===== config.mk =====
export PLATFORM = sky130hd
export DESIGN_NAME = dependency_set_max_merge_core
export DESIGN_NICKNAME = d
export VERILOG_FILES = /design/src/hdl/dsmm_pkg.sv /design/src/hdl/dependency_set_max_merge_core.sv
export SDC_FILE = /design/constraint.sdc
export NUM_CORES = 2
export LEC_CHECK = 0
export BUFFER_PORTS_ARGS = -buffer_cell sky130_fd_sc_hd__clkbuf_2
export CORE_MARGIN = 8
export CORE_UTILIZATION = 45
export DETAILED_ROUTE_END_ITERATION = 7
export PLACE_DENSITY = 0.59
export SLEW_MARGIN = 0
export SYNTH_ARGS = -nofsm -noshare
export SYNTH_HDL_FRONTEND = slang
export SYNTH_SLANG_ARGS = --single-unit

===== constraint.sdc =====
create_clock -name clk -period 8.1 [get_ports clk]
set_input_delay 1.215 -clock clk [delete_from_list [all_inputs] [get_ports clk]]
set_output_delay 1.215 -clock clk [all_outputs]
set_load 0.005 [all_outputs]

===== src/hdl/dsmm_pkg.sv =====
// Shared constants, types and state encoding for the dependency set merge block.
package dsmm_pkg;

	localparam int CAPACITY = 64;
	localparam int SLOT_W = $clog2(CAPACITY);
	localparam int CNT_W = $clog2(CAPACITY + 1);

	localparam int KEY_W = 16;
	localparam int TYPE_W = 8;
	localparam int SLOT_OUT_W = 6;
	localparam int COUNT_OUT_W = 7;

	typedef struct packed {
		logic [KEY_W-1:0] key;
		logic [TYPE_W-1:0] dtype;
	} entry_t;

	typedef enum logic [1:0] {
		ST_IDLE,
		ST_SCAN,
		ST_RESOLVE
	} state_t;

endpackage


===== src/hdl/dependency_set_max_merge_core.sv =====
// Top level: dependency set with max-merge of types, held in one synchronous memory.
// Each item is looked up by a linear scan of the entry memory and then resolved; a stalled
// result holds the next item at the end of its scan, in the resolve state.
// A new item is taken only once the previous one has been resolved; the scan runs
// through the single read port of the entry memory, one slot per cycle.
// Reset clears the fill count and all control state; memory contents are not cleared.
module dependency_set_max_merge_core
	import dsmm_pkg::*;
(
	input  logic                   clk,
	input  logic                   arst_n,
	input  logic                   item_valid,
	output logic                   item_ready,
	input  logic [KEY_W-1:0]       var_index,
	input  logic [TYPE_W-1:0]      dep_type,
	output logic                   result_valid,
	input  logic                   result_ready,
	output logic                   was_present,
	output logic [SLOT_OUT_W-1:0]  slot,
	output logic [TYPE_W-1:0]      stored_type,
	output logic [COUNT_OUT_W-1:0] entry_count,
	output logic                   overflow
);

	entry_t mem [CAPACITY];

	state_t state_q, state_d;

	logic [CNT_W-1:0]  fill_q;
	logic [CNT_W-1:0]  rd_addr_q;
	logic [KEY_W-1:0]  idx_q;
	logic [TYPE_W-1:0] typ_q;
	logic              hit_q;
	logic [SLOT_W-1:0] hit_slot_q;
	logic [TYPE_W-1:0] hit_type_q;

	logic              rd_vld_s1;
	logic [SLOT_W-1:0] rd_slot_s1;
	entry_t            rd_data_s1;

	logic                   out_valid_q;
	logic                   out_present_q;
	logic [SLOT_OUT_W-1:0]  out_slot_q;
	logic [TYPE_W-1:0]      out_type_q;
	logic [COUNT_OUT_W-1:0] out_count_q;
	logic                   out_ovf_q;

	logic              item_accept;
	logic              issue;
	logic              rd_match;
	logic              scan_miss;
	logic              out_free;
	logic              resolve_go;
	logic              full;
	logic              wr_en;
	logic [SLOT_W-1:0] wr_addr;
	logic [TYPE_W-1:0] new_type;

	assign full = (fill_q == CNT_W'(CAPACITY));
	assign out_free = !out_valid_q || result_ready;
	assign item_accept = item_valid && item_ready;
	assign rd_match = rd_vld_s1 && (rd_data_s1.key == idx_q);
	assign new_type = (hit_q && (hit_type_q >= typ_q)) ? hit_type_q : typ_q;
	assign wr_addr = hit_q ? hit_slot_q : fill_q[SLOT_W-1:0];

	always_ff @(posedge clk or negedge arst_n) begin
		if (!arst_n) begin
			state_q <= ST_IDLE;
		end else begin
			state_q <= state_d;
		end
	end

	always_comb begin
		state_d = state_q;
		item_ready = 1'b0;
		issue = 1'b0;
		scan_miss = 1'b0;
		resolve_go = 1'b0;
		wr_en = 1'b0;
		case (state_q)
			ST_IDLE: begin
				item_ready = 1'b1;
				if (item_valid) begin
					state_d = ST_SCAN;
				end
			end
			ST_SCAN: begin
				issue = (rd_addr_q < fill_q);
				scan_miss = !rd_vld_s1 && (rd_addr_q == fill_q);
				if (rd_match || scan_miss) begin
					state_d = ST_RESOLVE;
				end
			end
			ST_RESOLVE: begin
				resolve_go = out_free;
				wr_en = out_free && (hit_q ? (typ_q > hit_type_q) : !full);
				if (out_free) begin
					state_d = ST_IDLE;
				end
			end
			default: begin
				state_d = ST_IDLE;
			end
		endcase
	end

	always_ff @(posedge clk) begin
		if (wr_en) begin
			mem[wr_addr] <= '{key: idx_q, dtype: typ_q};
		end
		if (issue) begin
			rd_data_s1 <= mem[rd_addr_q[SLOT_W-1:0]];
			rd_slot_s1 <= rd_addr_q[SLOT_W-1:0];
		end
	end

	always_ff @(posedge clk or negedge arst_n) begin
		if (!arst_n) begin
			rd_vld_s1 <= 1'b0;
			rd_addr_q <= '0;
			fill_q <= '0;
			hit_q <= 1'b0;
			out_valid_q <= 1'b0;
		end else begin
			rd_vld_s1 <= issue;
			if (item_accept) begin
				rd_addr_q <= '0;
				hit_q <= 1'b0;
			end else if (issue) begin
				rd_addr_q <= rd_addr_q + CNT_W'(1);
			end
			if (state_q == ST_SCAN && rd_match) begin
				hit_q <= 1'b1;
			end
			if (resolve_go && !hit_q && !full) begin
				fill_q <= fill_q + CNT_W'(1);
			end
			if (resolve_go) begin
				out_valid_q <= 1'b1;
			end else if (result_ready) begin
				out_valid_q <= 1'b0;
			end
		end
	end

	always_ff @(posedge clk) begin
		if (item_accept) begin
			idx_q <= var_index;
			typ_q <= dep_type;
		end
		if (state_q == ST_SCAN && rd_match) begin
			hit_slot_q <= rd_slot_s1;
			hit_type_q <= rd_data_s1.dtype;
		end
		if (resolve_go) begin
			out_present_q <= hit_q;
			out_ovf_q <= !hit_q && full;
			if (hit_q) begin
				out_slot_q <= SLOT_OUT_W'(hit_slot_q);
				out_type_q <= new_type;
				out_count_q <= COUNT_OUT_W'(fill_q);
			end else if (full) begin
				out_slot_q <= '0;
				out_type_q <= '0;
				out_count_q <= COUNT_OUT_W'(fill_q);
			end else begin
				out_slot_q <= SLOT_OUT_W'(fill_q);
				out_type_q <= typ_q;
				out_count_q <= COUNT_OUT_W'(fill_q + CNT_W'(1));
			end
		end
	end

	assign result_valid = out_valid_q;
	assign was_present = out_present_q;
	assign slot = out_slot_q;
	assign stored_type = out_type_q;
	assign entry_count = out_count_q;
	assign overflow = out_ovf_q;

endmodule


# After elaboration in Yosys (flattened, before gate mapping)
# Memories as Yosys holds them, arrays and structs flattened. A register that Yosys moved wholly into a read port is not among the register bits.
# Cells that the tools add are included.
[classes] eq_ne=8 n_lt_le_gt_ge=3 n_mux=25 reduce_logical=20 add_sub_neg=2
[ops] cell="7-bit 2-to-1 mux" count=4
[ops] cell="8-bit 2-to-1 mux" count=3
[ops] cell="6-bit 2-to-1 mux" count=3
[ops] cell="16-bit equality test" count=1
[ops] cell="7-bit by 1-bit adder with 7-bit output, second input constant" count=2
[ops] cell="1-bit 2-to-1 mux" count=11
[ops] cell="1-bit logical AND" count=9
[ops] cell="8-bit greater-or-equal comparator" count=1
[ops] cell="8-bit > comparator" count=1
[ops] cell="7-bit equality test" count=1
[ops] cell="7-bit equality test, second input constant" count=1
[ops] cell="7-bit < comparator" count=1
[ops] cell="2-bit 2-to-1 mux" count=3
[ops] cell="2-bit != test, second input constant" count=3
[ops] cell="2-bit one-hot mux with 3 select lines" count=1
[ops] cell="2-bit nonzero test" count=3
[ops] cell="1-bit logical NOT" count=4
[ops] cell="3-bit AND reduction" count=1
[ops] cell="2-bit by 1-bit equality test with 1-bit output, second input constant" count=1
[ops] cell="2-bit equality test, second input constant" count=1
[ops] cell="2-bit logical NOT" count=1
[ops] cell="1-bit logical OR" count=2
[word_totals] register_bits=86 elab_cells=75 out_inout_bits=25 mem_count=1 inputBits=28 ramBits=1536
[mem_list] memory="mem" depth=64 width=24 read_ports=1 rd_ports_with_merged_regs=1 write_ports=1 line="dependency_set_max_merge_core.sv:25" rtl="entry_t mem [CAPACITY];"

# Depth between registers and ports, before layout
[depth] ltp_word=7 depth_mapped=14 mapped_depth_nobuf=9

# Worst setup path after synthesis
# OpenSTA, ideal clock, no wires.
[synth_timing] path_kind="input to register" start="in result_ready" end="mem mem[38][0] (netlist name), enable pin" required_time_ps=7695 setup_time_ps=405 cell_stages=6 slack_ps=3512 path_buffers=0 arrival_time_ps=4183 path_cell_list="nand2b_1 -> nor2b_1 -> nand2_1 -> nor2_1 -> nand2_1 -> nor2_1"
[synth_via] elab_chain_len=5
[synth_rtl] item="start, declared" line="dependency_set_max_merge_core.sv:17" rtl="input logic result_ready,"
[synth_rtl] item="1-bit logical OR" line="dependency_set_max_merge_core.sv:60" rtl="assign out_free = !out_valid_q || result_ready;"
[synth_rtl] item="1-bit logical AND" line="dependency_set_max_merge_core.sv:97" rtl="wr_en = out_free && (hit_q ? (typ_q > hit_type_q) : !full);"
[synth_rtl] item="1-bit 2-to-1 mux" line="dependency_set_max_merge_core.sv:81" rtl="case (state_q)"
[synth_rtl] item="1-bit 2-to-1 mux" line="dependency_set_max_merge_core.sv:109" rtl="if (wr_en) begin"
[synth_rtl] item="1-bit 2-to-1 mux (implied by the code)" line="dependency_set_max_merge_core.sv:110" rtl="mem[wr_addr] <= '{key: idx_q, dtype: typ_q};"
[synth_rtl] item="end, declared" line="dependency_set_max_merge_core.sv:25"
# Every way passes these cells.

# Worst setup path in the final report
[layout_timing] start="reg rd_addr_q[0]" end="reg, netlist name rd_data_s1[21]"
[layout_via] elab_chain_len=2
[layout_rtl] item="start, declared" line="dependency_set_max_merge_core.sv:30" rtl="logic [CNT_W-1:0] rd_addr_q;"
[layout_rtl] item="start signal, assigned" line="dependency_set_max_merge_core.sv:131" rtl="rd_addr_q <= rd_addr_q + CNT_W'(1);"
[layout_rtl] item="7-bit < comparator" line="dependency_set_max_merge_core.sv:89" rtl="issue = (rd_addr_q < fill_q);"
[layout_rtl] item="1-bit 2-to-1 mux" line="dependency_set_max_merge_core.sv:81"
# Several ways; a longest one is shown, not always the timed one.
# A chain may end at the register's enable or synchronous reset.

==> metrics.txt <==
WL per Instance 32.1 µm; total clock sinks 1646; ys async rst share 0.0115; Top FF cell, synth edfxtp_1; Area Growth Syn to Fin 13.1%; drc violations 0; Worst Path Required 8.67 ns; DRT antenna net count 0; Core ar. 0.141 mm²; Post-synth EDFFs 1627; Syn Inst Count 3094; flop2flop setup slack 3.71 ns; Mapped Area 0.0635 mm²; IO Pins 53; leakage power 24.3 nW; clock buffer depth 3; largest net degree at the start of global routing 163; setup_tns 0 ns; initial antenna violation count 16; grt total ovfl 0; CTS buffer count 167; layout net count 3337; # rows 138; RSZ-0062 raised after global routing false; first-pass GRT wire length 242000 µm; Mapped Avg Cell Area 20.5 µm²; status finished, violations left; Pwr per Cell Area 230 mW/mm²; R2R Path Start rd_addr_q[0]; failing checks capacitance limit; Synthesis Warnings 0; Post-CTS Setup Bufs 0; DIE AREA 0.153 mm²; CP max FO 27; H-tree depth 4; Hold-fix buffers, CTS 0; Max-cap violations 1; sequential area share after synthesis 0.777; CTS tree yes; Max-slew headroom 0.00509; first-pass iteration count of the detailed router 6; Worst setup SP type register; Routed WL 171000 µm; Pins Over Slew Limit 0; Via Count 32300; fmax 228 MHz; GPL Wtd Cong 0.865; Clock Pin Slew Worst Setup and Hold Paths 0.06 ns; fraction of layout cells with a size suffix above 1 0.236; Die Y 392 µm; distinct cell type count after synthesis 57; Initial DRC Count 4115; CTS Root Cell clkbuf_16; overall global routing resource usage 0.221; Hold Crit Class in2async; Clock Skew 0.0368 ns; CP startpoint rd_addr_q[0]; PostCTS Resize Cnt 0; synthesis-stage register bit count 1646; CP arrival 4.96 ns; slew of the pin with the lowest slew margin 1.49 ns; fin crit share 0.542; Worst setup EP type register; worst vdd ir 166 µV; Mapped Nets 3141; worst setup path class reg2reg; buffers added on ports 52; vias in the first global route 32000; Starting Density 0.451; worst-skew pair later-pin latency 0.81 ns; setup violators final 0; Final Hold Vio Count 0; DIE WIDTH 392 µm; dpl hpwl 101000 µm; Fin Hold WS 0.403 ns; vias per inst 6.08; fin crit period 4.39 ns
## synthesized netlist by cell type (25+ instances only)
master    count  area (µm²)
xnor2_1      25         219
nand2_1     110         413
clkbuf_1     52         195
o21ai_0      81         405
edfxtp_1   1627       48900
o22ai_1      58         363
mux4_2      288        6490
nor2_1       88         330
buf_2        72         360
nor2b_1      44         275
a211oi_1     53         398
a21oi_1      72         360
mux2i_1     224        2240
## stage by stage
step	power, mW	utilization	cells	setup WS, ns	area (µm²)
after floorplan	9.39	-	3094	3.51	63500
after global placement	9.40	0.473	5008	3.68	66600
after detailed placement	9.40	0.473	5010	3.72	66600
after CTS	16.6	0.510	5314	3.69	71800
after global routing	16.9	0.510	5315	3.51	71800
final	16.5	0.510	5319	3.71	71900
## registers in the layout, summed over array words and instances, names as in the netlist, 2 cells and up
signal and count:
mem 1536, rd_slot_s1 6, idx_q 16, entry_count 7, slot 6, rd_data_s1 24, hit_type_q 8, fill_q 7
stored_type 8, rd_addr_q 7, state_q 2, hit_slot_q 6, typ_q 8
## critical path: stages (launching register included)
cell      delay (ns)
dfrtp_4         0.81
buf_4           0.55
buf_4           0.56
mux4_2          0.57
a211oi_1        0.58
o21ai_0         0.68
and3_1          0.35
## layout by cell type, fill, tap and decap left out, types with 19 or more instances in the layout
| master | n |
|---|---|
| edfxtp_1 | 1627 |
| mux4_2 | 288 |
| mux2i_1 | 224 |
| clkbuf_16 | 170 |
| buf_4 | 141 |
| nand2_1 | 110 |
| o21ai_0 | 80 |
| a21oi_1 | 72 |
| nor2_2 | 65 |
| o22ai_1 | 58 |
| a211oi_1 | 53 |
| clkbuf_2 | 52 |
| clkbuf_1 | 42 |
| nor2b_1 | 40 |
| clkinv_1 | 33 |
| xnor2_1 | 25 |
| clkinv_2 | 25 |
| o221ai_1 | 24 |
| inv_1 | 23 |
| nor2_1 | 23 |
| ha_1 | 19 |
## logic make-up (layout without fill, tap and decap cells)
group                      count (synthesis)  in the layout  synth area share
xor gates and xnor gates                  25             25           0.00345
DFF                                     1646           1646             0.777
adders and majority gates                 19             19           0.00374
buffers and inverters                    195            526            0.0153
AOI/OAI and AO/OA                        390            390            0.0410
other                                      0              4                 0
muxes                                    515            515             0.138
and+or+nand+nor                          304            304            0.0220
## final timing paths
path                                        to  cells past startpoint
min in group clk                 hit_type_q[5]                      0
worst min register to register   hit_type_q[5]                      0
worst min-delay path                state_q[0]                      1
worst max register to register  rd_data_s1[21]                      6
worst max-delay path            rd_data_s1[21]                      6
max in group asynchronous         rd_addr_q[0]                      1
## metal layers
layer / track usage / share of wire
met5: 0 / 0.00025
met4: 0.0690 / 0.031
met3: 0.0551 / 0.10
met2: 0.327 / 0.45
met1: 0.325 / 0.42
## cell type report
| class | count | area [µm²] |
|---|---|---|
| Inverter | 23 | 86.3 |
| Tap cell | 1890 | 2360 |
| Clock buffer | 220 | 4520 |
| Clock inverter | 84 | 663 |
| Sequential cell | 1646 | 49300 |
| Timing Repair Buffer | 199 | 1420 |
| Multi-Input combinational cell | 1253 | 13400 |
| Antenna cell | 4 | 10.0 |
| Fill cell | 11100 | 69000 |
## power breakdown
part | internal (mW) | total [mW] | switching (mW)
Clock | 4.08 | 7.30 | 3.22
Combinational | 0.00460 | 0.00941 | 0.00480
Sequential | 9.21 | 9.21 | 0.0000000000000000106
Total | 13.3 | 16.5 | 3.22
Note: power is estimated with default switching activity, not from simulation.
